File: config.mk
export PLATFORM = sky130hd
export DESIGN_NAME = first_fit_partition_allocator
export DESIGN_NICKNAME = d
export VERILOG_FILES = /design/src/sv/ffpa_pkg.sv /design/src/sv/ffpa_table.sv /design/src/sv/ffpa_fit.sv /design/src/sv/first_fit_partition_allocator.sv
export SDC_FILE = /design/constraint.sdc
export NUM_CORES = 1
export LEC_CHECK = 0
export BUFFER_PORTS_ARGS = -buffer_cell sky130_fd_sc_hd__buf_2
export CAP_MARGIN = 5
export CORE_MARGIN = 2
export CORE_UTILIZATION = 40
export DETAILED_ROUTE_END_ITERATION = 10
export PLACE_DENSITY = 0.58
export SYNTH_ARGS = -nofsm -noshare
export SYNTH_HDL_FRONTEND = slang
export SYNTH_SLANG_ARGS = --single-unit
File: constraint.sdc
create_clock -name aclk -period 6.9 [get_ports aclk]
set_input_delay 0 -clock aclk [delete_from_list [all_inputs] [get_ports aclk]]
set_output_delay 0 -clock aclk [all_outputs]
set_load 0.05 [all_outputs]
File: src/sv/ffpa_pkg.sv
// ffpa_pkg: shared field widths, stream packing widths and action codes
// for the first-fit partition allocator; no dependencies
package ffpa_pkg;

    localparam int ACTION_W   = 2;
    localparam int INDEX_W    = 4;
    localparam int VALUE_W    = 16;
    localparam int PID_W      = 8;

    localparam int S_TDATA_W  = 32;
    localparam int M_TDATA_W  = 48;

    localparam int S_IDX_LSB  = 0;
    localparam int S_SIZE_LSB = S_IDX_LSB + INDEX_W;
    localparam int S_PID_LSB  = S_SIZE_LSB + VALUE_W;
    localparam int S_USED_W   = S_PID_LSB + PID_W;

    localparam int M_USED_W   = INDEX_W + 2 * VALUE_W + PID_W + 1;

    typedef enum logic [ACTION_W-1:0] {
        ACT_LOAD  = 2'd0,
        ACT_ALLOC = 2'd1,
        ACT_FREE  = 2'd2,
        ACT_READ  = 2'd3
    } action_t;

endpackage

File: src/sv/ffpa_table.sv
// ffpa_table: partition table memory with one write port, one registered read port
// and per-entry valid bits so unwritten entries read back with rd_valid low; no dependencies
module ffpa_table #(
    parameter int DEPTH = 16,
    parameter int WIDTH = 41
) (
    input  logic                                   aclk,
    input  logic                                   aresetn,
    input  logic                                   rd_en,
    input  logic [((DEPTH > 1) ? $clog2(DEPTH) : 1)-1:0] rd_addr,
    output logic [WIDTH-1:0]                       rd_data,
    output logic                                   rd_valid,
    input  logic                                   wr_en,
    input  logic [((DEPTH > 1) ? $clog2(DEPTH) : 1)-1:0] wr_addr,
    input  logic [WIDTH-1:0]                       wr_data
);
    logic [WIDTH-1:0] mem_reg [DEPTH];
    logic [DEPTH-1:0] valid_reg;
    logic [WIDTH-1:0] rd_data_reg;
    logic             rd_valid_reg;

    always_ff @(posedge aclk) begin
        if (wr_en) begin
            mem_reg[wr_addr] <= wr_data;
        end
        if (rd_en) begin
            rd_data_reg  <= mem_reg[rd_addr];
            rd_valid_reg <= valid_reg[rd_addr];
        end
    end

    always_ff @(posedge aclk) begin
        if (!aresetn) begin
            valid_reg <= '0;
        end else if (wr_en) begin
            valid_reg[wr_addr] <= 1'b1;
        end
    end

    assign rd_data  = rd_data_reg;
    assign rd_valid = rd_valid_reg;

endmodule

File: src/sv/ffpa_fit.sv
// ffpa_fit: shared compare and subtract unit that tests one partition against a request
// and gives the space left over; no dependencies
module ffpa_fit #(
    parameter int SIZE_BITS = 16
) (
    input  logic [SIZE_BITS-1:0] part_size,
    input  logic [SIZE_BITS-1:0] request,
    input  logic                 busy,
    output logic                 fits,
    output logic [SIZE_BITS-1:0] remain
);
    logic [SIZE_BITS:0] diff;

    assign diff   = {1'b0, part_size} - {1'b0, request};
    assign fits   = !busy && !diff[SIZE_BITS];
    assign remain = diff[SIZE_BITS-1:0];

endmodule

File: src/sv/first_fit_partition_allocator.sv
// first_fit_partition_allocator: allocate scans 1 to NUM_PARTITIONS partitions from index 0,
// one per cycle through the shared fit unit and the single table read port, up to the first
// fit; the last step holds while the output is full. Load, free and read test one entry.
// a transaction is taken only in idle; idle takes a new transaction even while a result waits
// reset (aresetn low, synchronous) clears the sequencer, the output valid and all table
// valid bits, so every partition reads as size 0, free, leftover 0, owner 0
module first_fit_partition_allocator #(
    parameter int NUM_PARTITIONS = 16,
    parameter int SIZE_BITS      = 16
) (
    input  logic                            aclk,
    input  logic                            aresetn,
    input  logic                            s_tvalid,
    output logic                            s_tready,
    // block_index, size_value, process_id, zero fill
    input  logic [ffpa_pkg::S_TDATA_W-1:0]  s_tdata,
    // action
    input  logic [ffpa_pkg::ACTION_W-1:0]   s_tuser,
    output logic                            m_tvalid,
    input  logic                            m_tready,
    // result_index, partition_size, leftover, owner_id, owner_valid, zero fill
    output logic [ffpa_pkg::M_TDATA_W-1:0]  m_tdata,
    // ok
    output logic                            m_tuser
);
    import ffpa_pkg::*;

    localparam int IW = (NUM_PARTITIONS > 1) ? $clog2(NUM_PARTITIONS) : 1;
    localparam int EW = 2 * SIZE_BITS + PID_W + 1;
    localparam logic [IW-1:0] LAST = IW'(NUM_PARTITIONS - 1);

    typedef enum logic [2:0] {
        ST_IDLE  = 3'b001,
        ST_FETCH = 3'b010,
        ST_SCAN  = 3'b100
    } state_t;

    state_t                 state_reg, state_next;
    action_t                act_reg, act_next;
    logic [INDEX_W-1:0]     idx_reg, idx_next;
    logic [SIZE_BITS-1:0]   sz_reg, sz_next;
    logic [PID_W-1:0]       pid_reg, pid_next;
    logic                   bad_reg, bad_next;
    logic [IW-1:0]          addr_reg, addr_next;
    logic [IW-1:0]          chk_reg;
    logic                   m_tvalid_reg, m_tvalid_next;
    logic [M_TDATA_W-1:0]   m_tdata_reg, m_tdata_next;
    logic                   m_tuser_reg, m_tuser_next;

    logic                   accept;
    logic                   out_free;
    logic                   rd_en;
    logic [EW-1:0]          rd_data;
    logic                   rd_valid;
    logic                   wr_en;
    logic [EW-1:0]          wr_data;

    logic [SIZE_BITS-1:0]   e_size, e_left;
    logic [PID_W-1:0]       e_owner;
    logic                   e_busy;
    logic                   fits;
    logic [SIZE_BITS-1:0]   remain;

    logic                   done;
    logic                   res_ok;
    logic [INDEX_W-1:0]     res_idx;
    logic [SIZE_BITS-1:0]   rep_size, rep_left;
    logic [PID_W-1:0]       rep_owner;
    logic                   rep_busy;
    logic                   finish;

    assign s_tready = (state_reg == ST_IDLE);
    assign accept   = s_tvalid && s_tready;
    assign out_free = !m_tvalid_reg || m_tready;

    assign e_size  = rd_valid ? rd_data[SIZE_BITS-1:0] : '0;
    assign e_left  = rd_valid ? rd_data[2*SIZE_BITS-1:SIZE_BITS] : '0;
    assign e_owner = rd_valid ? rd_data[2*SIZE_BITS+PID_W-1:2*SIZE_BITS] : '0;
    assign e_busy  = rd_valid ? rd_data[EW-1] : 1'b0;

    ffpa_table #(
        .DEPTH (NUM_PARTITIONS),
        .WIDTH (EW)
    ) u_table (
        .aclk     (aclk),
        .aresetn  (aresetn),
        .rd_en    (rd_en),
        .rd_addr  (addr_reg),
        .rd_data  (rd_data),
        .rd_valid (rd_valid),
        .wr_en    (wr_en),
        .wr_addr  (chk_reg),
        .wr_data  (wr_data)
    );

    ffpa_fit #(
        .SIZE_BITS (SIZE_BITS)
    ) u_fit (
        .part_size (e_size),
        .request   (sz_reg),
        .busy      (e_busy),
        .fits      (fits),
        .remain    (remain)
    );

    // evaluate the entry under test
    always_comb begin
        done      = 1'b1;
        res_ok    = 1'b1;
        res_idx   = idx_reg;
        rep_size  = e_size;
        rep_left  = e_left;
        rep_owner = e_owner;
        rep_busy  = e_busy;
        wr_data   = {1'b0, {PID_W{1'b0}}, e_size, e_size};
        if (bad_reg) begin
            res_ok    = 1'b0;
            rep_size  = '0;
            rep_left  = '0;
            rep_owner = '0;
            rep_busy  = 1'b0;
        end else begin
            unique case (act_reg)
                ACT_LOAD: begin
                    wr_data   = {1'b0, {PID_W{1'b0}}, sz_reg, sz_reg};
                    rep_size  = sz_reg;
                    rep_left  = sz_reg;
                    rep_owner = '0;
                    rep_busy  = 1'b0;
                end
                ACT_FREE: begin
                    rep_left  = e_size;
                    rep_owner = '0;
                    rep_busy  = 1'b0;
                end
                ACT_READ: begin
                end
                ACT_ALLOC: begin
                    wr_data   = {1'b1, pid_reg, remain, e_size};
                    res_idx   = INDEX_W'(chk_reg);
                    rep_left  = remain;
                    rep_owner = pid_reg;
                    rep_busy  = 1'b1;
                    if (!fits) begin
                        done      = (chk_reg == LAST);
                        res_ok    = 1'b0;
                        res_idx   = '0;
                        rep_size  = '0;
                        rep_left  = '0;
                        rep_owner = '0;
                        rep_busy  = 1'b0;
                    end
                end
                default: begin
                end
            endcase
        end
    end

    assign finish = (state_reg == ST_SCAN) && done && out_free;
    assign wr_en  = finish && !bad_reg && (act_reg != ACT_READ) && res_ok;
    assign rd_en  = !((state_reg == ST_SCAN) && done && !out_free);

    always_comb begin
        state_next    = state_reg;
        act_next      = act_reg;
        idx_next      = idx_reg;
        sz_next       = sz_reg;
        pid_next      = pid_reg;
        bad_next      = bad_reg;
        addr_next     = (rd_en && addr_reg != LAST) ? addr_reg + 1'b1 : addr_reg;
        m_tvalid_next = m_tvalid_reg;
        m_tdata_next  = m_tdata_reg;
        m_tuser_next  = m_tuser_reg;

        if (m_tready) begin
            m_tvalid_next = 1'b0;
        end

        unique case (state_reg)
            ST_IDLE: begin
                if (accept) begin
                    act_next   = action_t'(s_tuser);
                    idx_next   = s_tdata[S_IDX_LSB +: INDEX_W];
                    sz_next    = SIZE_BITS'(s_tdata[S_SIZE_LSB +: VALUE_W]);
                    pid_next   = s_tdata[S_PID_LSB +: PID_W];
                    bad_next   = (action_t'(s_tuser) != ACT_ALLOC) &&
                                 (32'(s_tdata[S_IDX_LSB +: INDEX_W]) >= NUM_PARTITIONS);
                    if ((action_t'(s_tuser) == ACT_ALLOC) ||
                        (32'(s_tdata[S_IDX_LSB +: INDEX_W]) >= NUM_PARTITIONS)) begin
                        addr_next = '0;
                    end else begin
                        addr_next = IW'(s_tdata[S_IDX_LSB +: INDEX_W]);
                    end
                    state_next = ST_FETCH;
                end
            end
            ST_FETCH: begin
                state_next = ST_SCAN;
            end
            ST_SCAN: begin
                if (finish) begin
                    m_tvalid_next = 1'b1;
                    m_tuser_next  = res_ok;
                    m_tdata_next  = {(M_TDATA_W - M_USED_W)'(0), rep_busy, rep_owner,
                                     VALUE_W'(rep_left), VALUE_W'(rep_size), res_idx};
                    state_next    = ST_IDLE;
                end
            end
            default: begin
                state_next = ST_IDLE;
            end
        endcase
    end

    always_ff @(posedge aclk) begin
        if (!aresetn) begin
            state_reg    <= ST_IDLE;
            m_tvalid_reg <= 1'b0;
        end else begin
            state_reg    <= state_next;
            m_tvalid_reg <= m_tvalid_next;
        end
    end

    always_ff @(posedge aclk) begin
        act_reg     <= act_next;
        idx_reg     <= idx_next;
        sz_reg      <= sz_next;
        pid_reg     <= pid_next;
        bad_reg     <= bad_next;
        addr_reg    <= addr_next;
        m_tdata_reg <= m_tdata_next;
        m_tuser_reg <= m_tuser_next;
        if (rd_en) begin
            chk_reg <= addr_reg;
        end
    end

    assign m_tvalid = m_tvalid_reg;
    assign m_tdata  = m_tdata_reg;
    assign m_tuser  = m_tuser_reg;

endmodule
==> results of run 1 <==
## power by group through the flow
stage | registers, mW | clock network [mW] | logic, mW
after floorplan | 5.75 | 0 | 1.61
after global placement | 5.94 | 0 | 2.00
after detailed placement | 5.94 | 0 | 2.01
after CTS | 5.85 | 4.43 | 2.03
after global routing | 5.87 | 4.60 | 2.13
final | 5.84 | 4.34 | 1.99
## final timing paths
check / start / end / slack, ns
setup / recovery: u_table.rd_valid$_DFFE_PN_ / u_table.mem_reg[11][1]$_DFFE_PP_ / 1.93
hold / removal: s_tdata[15] / sz_reg[11]$_DFFE_PP_ / 0.08
hold reg to reg: u_table.valid_reg[13]$_SDFFE_PN0N_ / u_table.valid_reg[13]$_SDFFE_PN0N_ / 0.46
setup reg to reg: u_table.rd_valid$_DFFE_PN_ / u_table.mem_reg[11][1]$_DFFE_PP_ / 1.93
## cell families (layout without fill, tap and decap cells)
group | Yosys count | count (layout)
mux | 226 | 226
buf+inv | 113 | 353
compound gates | 154 | 154
fa+ha+maj | 17 | 17
simple gates | 170 | 170
flops | 802 | 802
other cells | 1 | 3
xor+xnor | 12 | 12
## worst max-delay path, cell delays in order, from the launching register on
cell,delay (ns)
edfxtp_1,0.84
nand2_1,0.21
ha_1,0.30
fa_1,0.54
o2bb2ai_1,0.19
a31o_1,0.29
a311oi_2,0.16
o221ai_4,0.46
a21oi_1,0.37
nor2_4,0.77
buf_4,0.46
## cells in the final DEF, fill, tap and decap left out, drive strengths merged, types with 9 or more instances in the layout
master       Yosys  final
a21oi           22     22
o211ai          10     10
and2            10     10
clkinv           0     25
o221ai          12     12
nor3            11     11
nand3           15     15
clkbuf          51    107
mux2i           16     16
o21ai           44     44
o21a            20     20
nand2b           9      9
buf             27    136
mux4           210    210
nand2           78     78
dfxtp           24     24
edfxtp         778    778
ha              16     16
dlygate4sd3      0     34
nor2            21     21
inv             35     39
## routing by layer
metal,up-vias,wire length (µm)
met2,550,34460
li1,6578,-
met3,100,4699
met1,8161,32110
met4,0,1521
met5,-,0
## final cells by class
type,instances,area (µm²)
clock buffers,107,2177
clock inverters,41,421.7
fillers,6521,41280
inverters,35,131.4
multi-input cells,582,7196
flip-flops and latches,802,23860
well taps,1040,1301
repair buffers,170,1234
==> metrics, run 1 <==
status finished clean; Yosys cell types 59; Power Density 335.1 nW/µm²; Sequential Power Share 48.0%; vias post-DR 15389; part of the power in combinational logic 16.3%; CTS tree built; die area 80650 µm²; Row Count 102; Simple-Gate Fraction of Synth Area 2.538%; Detailed Route Iter0 Violations 1639; total clock sinks 802; WHS Path Cells 2; DP Area 33370 µm²; net switching power figure 2.980 mW; Num CTS Buffers 82; final clock period utilization by the worst path 71.97%; WL final 72.79 mm; syn_area_per_cell 20.97 µm²; Synth Warn # 0; CP startpoint kind register; XOR/XNOR Fraction of Synth Area 0.3352%; GR Util met3 3.215%; met1 Use GR 26.40%; VDD IR-drop max 0.0002263 V; Layout area overhead 15.82%; drt wl/cell 26.21 µm; Synth Area in Compound Gates 3.336%; Setup Skew 0.02274 ns; worst relative slew slack 18.82%; max FFs per register 656; NumNets Final 1728; Yosys top cell by area edfxtp_1; Mapped Cells 1495; WS Path Type reg -> reg; #FFs+latches synth 802; Max Clk Rate 201.4 MHz; CP required 7.18 ns; mux share of post-synthesis cell area 15.59%; IO Port Bufs 81; Cell Int Power 9.188 mW; critical path endpoint category register; Die H 284.0 µm; first-pass GRT wire length 107.2 mm; Worst-Margin Slew 1.210 ns; hold crit path type in -> reg; WHS 0.07894 ns; met2 global-route usage 28.58%; die width 284.0 µm; Clk Tree Root Cell clkbuf_16; sequential share of the synthesized area 76.04%; Setup WS post-layout 1.934 ns; # DRC 0; Final Power 12.17 mW; Synth top cells by count edfxtp_1 (778), mux4_2 (210), nand2_1 (78); final count of negative-setup-slack endpoints 0; Clock power frac 35.7%; ant diodes 0; r2r worst-path depth 10; setup tns final 0 ns; H-tree depth 3; hpwl dp 41.56 mm; number of nets with antenna violations after routing 0; CTS Buffer Depth 3; vias in the first global route 15792; post-layout min period 4.966 ns; Clock Latency Late Sink 0.63 ns; GRT Total Usage 18.19%; GR Overflow Total 0; GR peak layer met2; Initial Util 40.41%; cell area after layout 36320 µm²; Max Cap Viol 0; Core ar. 77590 µm²; largest net degree at the start of global routing 84; CTS Hold Buffers Added 34; share of post-route cells with drive strength above 1 28.09%; RSZ-0062 raised after global routing false; Setup Buffers After CTS 0; most frequent cell after synthesis edfxtp_1; clock slew at reported path FFs 0.06 ns; cell area after synthesis 31360 µm²; largest family of logic cells by synthesized area multiplexers; CTS resizes 0; antenna violations before repair 4; asr flop ratio synth 0%; Adder-Cell Fraction of Synth Area 0.7023%; final cell count without fillers 2777; worst-path fanout max 21; placed insts 2594; Net Sw Frac 24.49%; first-pass iteration count of the detailed router 6; drt via density 5.542; Hold Vio Cnt, Final 0; Place WS 1.904 ns; gpl congestion 0.8008; Leakage 11.99 nW; number of synthesized flops with an enable pin 778; num ports 89; final core occ 46.80%; Synth area leaders edfxtp_1 (75%), mux4_2 (15%), dfxtp_1 (1.5%); Worst EP arrival 5.25 ns; Yosys top cell area share 74.51%; Max Slew Vio Count 0; Synth Flop Type edfxtp_1
Note: power is estimated with default switching activity, not from simulation.
==> run 2, diff against run 1 <==
==> constraint.sdc (replaced) <==
create_clock -name aclk -period 4.4 [get_ports aclk]
set_input_delay 0 -clock aclk [delete_from_list [all_inputs] [get_ports aclk]]
set_output_delay 0 -clock aclk [all_outputs]
set_load 0.05 [all_outputs]
==> run 2 against run 1 <==
Final cell count up 1.2%. Total power increased by 61%. Largest power group unchanged. Die area is the same. Via count is 0.88% higher. Sequential cell count unchanged. Register-to-register slack worse by 1.5 ns. Critical path type unchanged. Fmax up 25%. Wire length increased by 3.0%. Combinational power is 60% higher. Critical path depth increased by 1. Sequential share of layout area shrank 0.99 points. First-iteration DRC count decreased by 2.3%.
==> metrics, run 2 (synthesis gave the netlist of run 1 again) <==
CP startpoint u_table.rd_valid$_DFFE_PN_; met3 WL post-DR 4.671 mm (-0.60%); final clock period utilization by the worst path 90.52% (+19 points); total clock sinks 802 (unchanged); # DRC 0 (unchanged); worst relative slew slack 17.16% (-1.7 points); commonest cells after routing, fill and taps aside edfxtp_1 (778), mux4_2 (210), clkbuf_16 (85); final count of negative-setup-slack endpoints 0 (unchanged); H-tree depth 3 (unchanged); CTS resizes 0 (unchanged); Layout area overhead 17.59%; Clock Latency Late Sink 0.65 ns (+0.02 ns); Leakage 12.30 nW (+2.6%); worst-path fanout max 28 (+33%); RSZ-0062 raised after global routing false; setup tns final 0 ns (unchanged); WS Path Type reg -> reg; max FFs per register 656 (unchanged); Row Count 102 (unchanged); hold crit path type in -> reg; status finished clean; GR Overflow Total 0 (unchanged); post-layout min period 3.983 ns (-0.9829 ns); Max Slew Vio Count 0 (unchanged); critical path endpoint category register; Hold Vio Cnt, Final 0 (unchanged); most common cell after layout, fill and taps aside edfxtp_1; GRT Total Usage 18.68% (+0.48 points); CP required 4.65 ns (-2.53 ns); drt wl/cell 26.68 µm (+1.8%); Worst-Margin Slew 1.237 ns (+0.02769 ns); final cell count without fillers 2810 (+1.2%); Initial Util 40.41% (unchanged); Clk Tree Root Cell clkbuf_16; Num CTS Buffers 85 (+3.7%); num ports 89 (unchanged); VDD IR-drop max 0.0002975 V (+31%); reg2reg start u_table.rd_valid$_DFFE_PN_; die area 80650 µm² (unchanged); antenna violations before repair 4 (unchanged); CTS tree built; WHS 0.07106 ns (-0.007882 ns); Worst EP arrival 4.24 ns (-1.01 ns); vias in the first global route 16001 (+1.3%); CTS Buffer Depth 3 (unchanged); clock slew at reported path FFs 0.06 ns (about the same); Max Clk Rate 251.1 MHz (+25%); Setup Skew 0.03164 ns (+0.008906 ns); Die H 284.0 µm (unchanged); hpwl dp 43.73 mm (+5.2%); die width 284.0 µm (unchanged); first-pass GRT wire length 109.2 mm (+1.8%); NumNets Final 1753 (+1.4%); vias post-DR 15524 (+0.88%); CP startpoint kind register; largest net degree at the start of global routing 49 (-42%); Met1 Wirelength 32.47 mm (+1.1%); met2 wire length 35.65 mm (+3.5%); Hold Startpoint s_tdata[27]; number of nets with antenna violations after routing 0 (unchanged); Power Density 532.7 nW/µm² (+59%); placed insts 2617 (+0.89%); top layer in use met4; gpl congestion 0.8233 (+2.8%); drt via density 5.525 (-0.31%); WL final 74.98 mm (+3.0%); share of post-route cells with drive strength above 1 29.45% (+1.4 points); IO Port Bufs 81 (unchanged); Max Cap Viol 0 (unchanged); Detailed Route Iter0 Violations 1602 (-2.3%); Core ar. 77590 µm² (unchanged); first-pass iteration count of the detailed router 5 (-1)
==> run 2: cell types whose count changed in the layout (fill, tap and decap cells not counted), sizes merged <==
| cell | delta |
|---|---|
| clkinv | +2 |
| clkinvlp | -2 |
| bufinv | +1 |
| buf | +23 |
| inv | -1 |
| dlygate4sd3 | -1 |
| clkbuf | +10 |
| diode | +1 |
==> run 2: metal layers <==
| layer | up-vias | track usage, % |
|---|---|---|
| met5 | - | 0 |
| met4 | 0 | 6.105 |
| met3 | 120 | 3.023 |
| met2 | 541 | 29.56 |
| met1 | 8234 | 26.62 |
| li1 | 6629 | - |
==> run 2: worst max-delay path: stages, from the launching register on <==
cell and delay (ns):
edfxtp_1 0.41, nand2_1 0.11, ha_1 0.24, fa_1 0.53
o2bb2ai_1 0.18, a31o_1 0.28, a311oi_2 0.16, o221ai_4 0.26
buf_4 0.34, a21oi_1 0.30, nor3_4 0.20, buf_4 0.56
==> run 2: final cells by class <==
cell class,count,area (µm²)
fill,6454,40720
sequential,802,23860
multi-input combinational,582,7262
clock buffer,117,2297
timing repair buffer,192,1509
tap,1040,1301
clock inverter,41,511.7
inverter,35,131.4
antenna,1,2.502
==> run 2: per-stage QoR <==
| stage | cell area (µm²) | setup slack, ns | utilization [%] | power [mW] |
|---|---|---|---|---|
| final | 36870 | 0.4173 | 47.52 | 19.64 |
| after detailed placement | 33720 | 0.4318 | 43.46 | 12.68 |
| after floorplan | 31470 | -0.4910 | - | 11.58 |
| after global routing | 36870 | 0.2420 | 47.51 | 20.33 |
| after global placement | 33720 | 0.5258 | 43.46 | 12.67 |
| after CTS | 36860 | 0.3877 | 47.50 | 19.86 |
==> run 2: final timing paths <==
path | end | slack [ns] | depth (start not counted)
worst max register to register | u_table.mem_reg[12][29]$_DFFE_PP_ | 0.42 | 11
worst min-delay path | pid_reg[7]$_DFFE_PP_ | 0.07 | 2
worst max-delay path | u_table.mem_reg[12][29]$_DFFE_PP_ | 0.42 | 11
worst min register to register | u_table.valid_reg[12]$_SDFFE_PN0N_ | 0.46 | 1
==> run 2: power breakdown <==
group / internal [mW] / leakage, nW / switching (mW)
Clock: 4.22 / 1.36 / 2.94
Combinational: 1.74 / 3.51 / 1.44
Sequential: 8.78 / 7.42 / 0.520
Total: 14.7 / 12.3 / 4.90
==> run 2: repair_timing <==
action | in CTS | in global routing
endpoints found under the hold margin | 54 | 0
setup buffers | 0 | 0
hold buffers | 33 | 0
==> run 3, diff against run 2 <==
--- a/config.mk
+++ b/config.mk
@@ -5,6 +5,7 @@
 export SDC_FILE = /design/constraint.sdc
 export NUM_CORES = 1
 export LEC_CHECK = 0
+export ABC_AREA = 1
 export BUFFER_PORTS_ARGS = -buffer_cell sky130_fd_sc_hd__buf_2
 export CAP_MARGIN = 5
 export CORE_MARGIN = 2
==> run 3 against run 2 <==
Clock-buffer cell count shrank 6. Hold slack better by 0.014 ns. Worst setup slack better by 0.23 ns. Combinational power rose by 110%. Utilization down 0.59 points. Critical path type unchanged.
==> metrics, run 3 <==
critical path endpoint category register; die width 287.4 µm (+1.2%); WHS 0.08470 ns (+0.01364 ns); Clock Latency Late Sink 0.63 ns (-0.02 ns); share of post-route cells with drive strength above 1 12.06% (-17 points); WL final 85.03 mm (+13%); NumNets Final 2647 (+51%); reg2reg end u_table.mem_reg[5][7]$_DFFE_PP_; final cell count without fillers 3711 (+32%); vias in the first global route 19837 (+24%); placed insts 3523 (+35%); # DRC 0 (unchanged); Crit path depth 17 (+6); Clk Tree Root Cell clkbuf_16; post-layout min period 3.757 ns (-0.2259 ns); Hold Vio Cnt, Final 0 (unchanged); Max Cap Viol 0 (unchanged); Mapped Cells 2477 (+66%); worst relative slew slack 18.39% (+1.2 points); drt wl/cell 22.91 µm (-14%); final count of negative-setup-slack endpoints 0 (unchanged); CP startpoint kind register; number of synthesized flops with an enable pin 778 (unchanged); status finished clean; top cell family by delay on the critical path simple AND/OR/NAND/NOR gates; Core ar. 79260 µm² (+2.1%); r2r worst-path depth 17 (+6); Worst-Margin Slew 1.224 ns (-0.01302 ns); vias post-DR 20999 (+35%); GR Overflow Total 0 (unchanged); crit-path cells buf_4 -> nand2_1 -> fa_1 -> nor2_2 -> nand3_2 -> nand3_2 -> nand2_1 -> nand2_2 -> nand2_1 -> nand2_1 -> nand2_2 -> nand3_2 -> nand3_4 -> nor2_8 -> inv_1 -> nor3_4 -> buf_12; CTS tree built; IO Port Bufs 81 (unchanged); CTS Hold Buffers Added 33 (unchanged); ant diodes 0 (-1); GRT Total Usage 20.42% (+1.7 points); CP max stage cell fa_1; Die H 287.4 µm (+1.2%); max FFs per register 656 (unchanged); asr flop ratio synth 0% (unchanged); Num CTS Buffers 84 (-1.2%); Detailed Route Iter0 Violations 2265 (+41%); first-pass iteration count of the detailed router 6 (+1); WS Path Type reg -> reg; worst-path fanout max 41 (+46%); drt via density 5.659 (+2.4%); Yosys top cell by area edfxtp_1; CP startpoint u_table.rd_valid$_DFFE_PN_; crit path capture u_table.mem_reg[5][7]$_DFFE_PP_; Fill cells 6883 (+6.6%); Synth area leaders edfxtp_1 (73%), o21ai_0 (6.0%), nor2_1 (4.4%); Synth Flop Type edfxtp_1; CP required 4.69 ns (+0.04 ns); CTS Buffer Depth 3 (unchanged); number of nets with antenna violations after routing 0 (unchanged); Setup Skew 0.01726 ns (-0.01439 ns); Max Slew Vio Count 0 (unchanged); largest net degree at the start of global routing 174 (+260%); hold crit path type in -> reg; Power Density 621.1 nW/µm² (+17%); sequential share of the synthesized area 74.22% (-1.8 points); first-pass GRT wire length 126.4 mm (+16%); Buf+Inv Stages, Crit Path 3 (+1); CP peak stage delay 0.45 ns (-0.11 ns); commonest cells after routing, fill and taps aside edfxtp_1 (778), o21ai_0 (384), nor2_1 (377); Max Clk Rate 266.2 MHz (+6.0%); Initial Util 40.53% (+0.12 points); final core occ 46.93% (-0.59 points); Row Count 103 (+0.98%); RSZ-0062 raised after global routing false; VDD IR-drop max 0.0004935 V (+66%); num ports 89 (unchanged); clock slew at reported path FFs 0.06 ns (about the same); #FFs+latches synth 802 (unchanged); r2r setup slk 0.64 ns (+0.23 ns); syn_area_per_cell 12.97 µm² (-38%); Setup Buffers After CTS 0 (unchanged); setup tns final 0 ns (unchanged); total clock sinks 802 (unchanged); Synth Warn # 0 (unchanged); Synth top cells by count edfxtp_1 (778), o21ai_0 (384), nor2_1 (379); Worst EP arrival 4.05 ns (-0.19 ns); Yosys cell types 41 (-31%); CTS resizes 0 (unchanged); most frequent CP cell nand2_1; Final Power 23.10 mW (+18%); die area 82600 µm² (+2.4%); final clock period utilization by the worst path 85.38% (-5.1 points); Leakage 12.75 nW (+3.7%); Layout area overhead 15.77%; most common cell after layout, fill and taps aside edfxtp_1; H-tree depth 3 (unchanged); gpl congestion 0.8758 (+6.4%); most frequent cell after synthesis edfxtp_1; antenna violations before repair 5 (+1); cell area after synthesis 32130 µm² (+2.5%); reg2reg start u_table.rd_valid$_DFFE_PN_; Yosys top cell area share 72.72% (-1.8 points); hpwl dp 50.33 mm (+15%)
## run 3: cell types whose count changed in the layout (fill, tap and decap cells not counted), moves of 20 or more
cell,delta
nor2_1,+364
a21oi_1,+20
o21ai_0,+341
o221ai_1,+99
inv_1,+81
mux4_2,-210
o22ai_1,+56
o211ai_1,+50
nand3_1,+43
nand2_1,+133
## run 3: how the worst min path moves through the flow
stage                                 endpoint  slack [ns]        start  cells after the start
final                     pid_reg[4]$_DFFE_PP_        0.08  s_tdata[24]                      2
after detailed placement  sz_reg[13]$_DFFE_PP_        0.18  s_tdata[17]                      1
after global routing      pid_reg[4]$_DFFE_PP_        0.07  s_tdata[24]                      2
after floorplan           act_reg[0]$_DFFE_PP_         0.1   s_tuser[0]                      0
after global placement    sz_reg[13]$_DFFE_PP_        0.18  s_tdata[17]                      1
after CTS                 sz_reg[13]$_DFFE_PP_        0.05  s_tdata[17]                      2
## run 3: layer usage
metal,global-route usage (%),wire [µm]
met4,5.026,1567
met2,31.36,38570
met5,0,0
met1,30.55,38410
met3,2.976,6480
## run 3: where the power goes
part           leakage (nW)  total (mW)  switching [mW]  internal (mW)
sequential             7.38        9.58           0.260           9.32
combinational          4.06        6.64            4.94           1.70
clock                  1.31        6.88            2.94           3.94
total                  12.7        23.1            8.14           15.0
## run 3: cell families after synthesis
logic type,count (synthesis),share of synthesized area (%)
other cells,1,0.01167
buf+inv,291,3.497
xor+xnor,9,0.2453
flops,802,74.22
fa+ha+maj,17,0.6855
simple gates,675,8.416
compound gates,682,12.93
## run 3: final cells by class
cell class,count,area (µm²),area share (%)
inverter,133,511.7,1.376
multi-input combinational,1386,7222,19.42
sequential,802,23860,64.14
timing repair buffer,185,1607,4.320
tap,1050,1314,3.532
clock buffer,111,2255,6.062
clock inverter,44,427.9,1.151
## run 3: worst reg2reg max path, cell delays in order (launching register included)
cell	delay, ns
edfxtp_1	0.35
buf_4	0.27
nand2_1	0.19
fa_1	0.45
nor2_2	0.14
nand3_2	0.09
nand3_2	0.10
nand2_1	0.07
nand2_2	0.11
nand2_1	0.06
nand2_1	0.12
nand2_2	0.10
nand3_2	0.12
nand3_4	0.12
nor2_8	0.31
inv_1	0.25
nor3_4	0.20
buf_12	0.33
## run 3: through the flow
stage	setup WS [ns]	instance area (µm²)
floorplan	-0.2169	32150
global placement	0.7142	34180
detailed placement	0.6681	34180
CTS	0.6478	37190
global route	0.3724	37190
finish	0.6432	37190
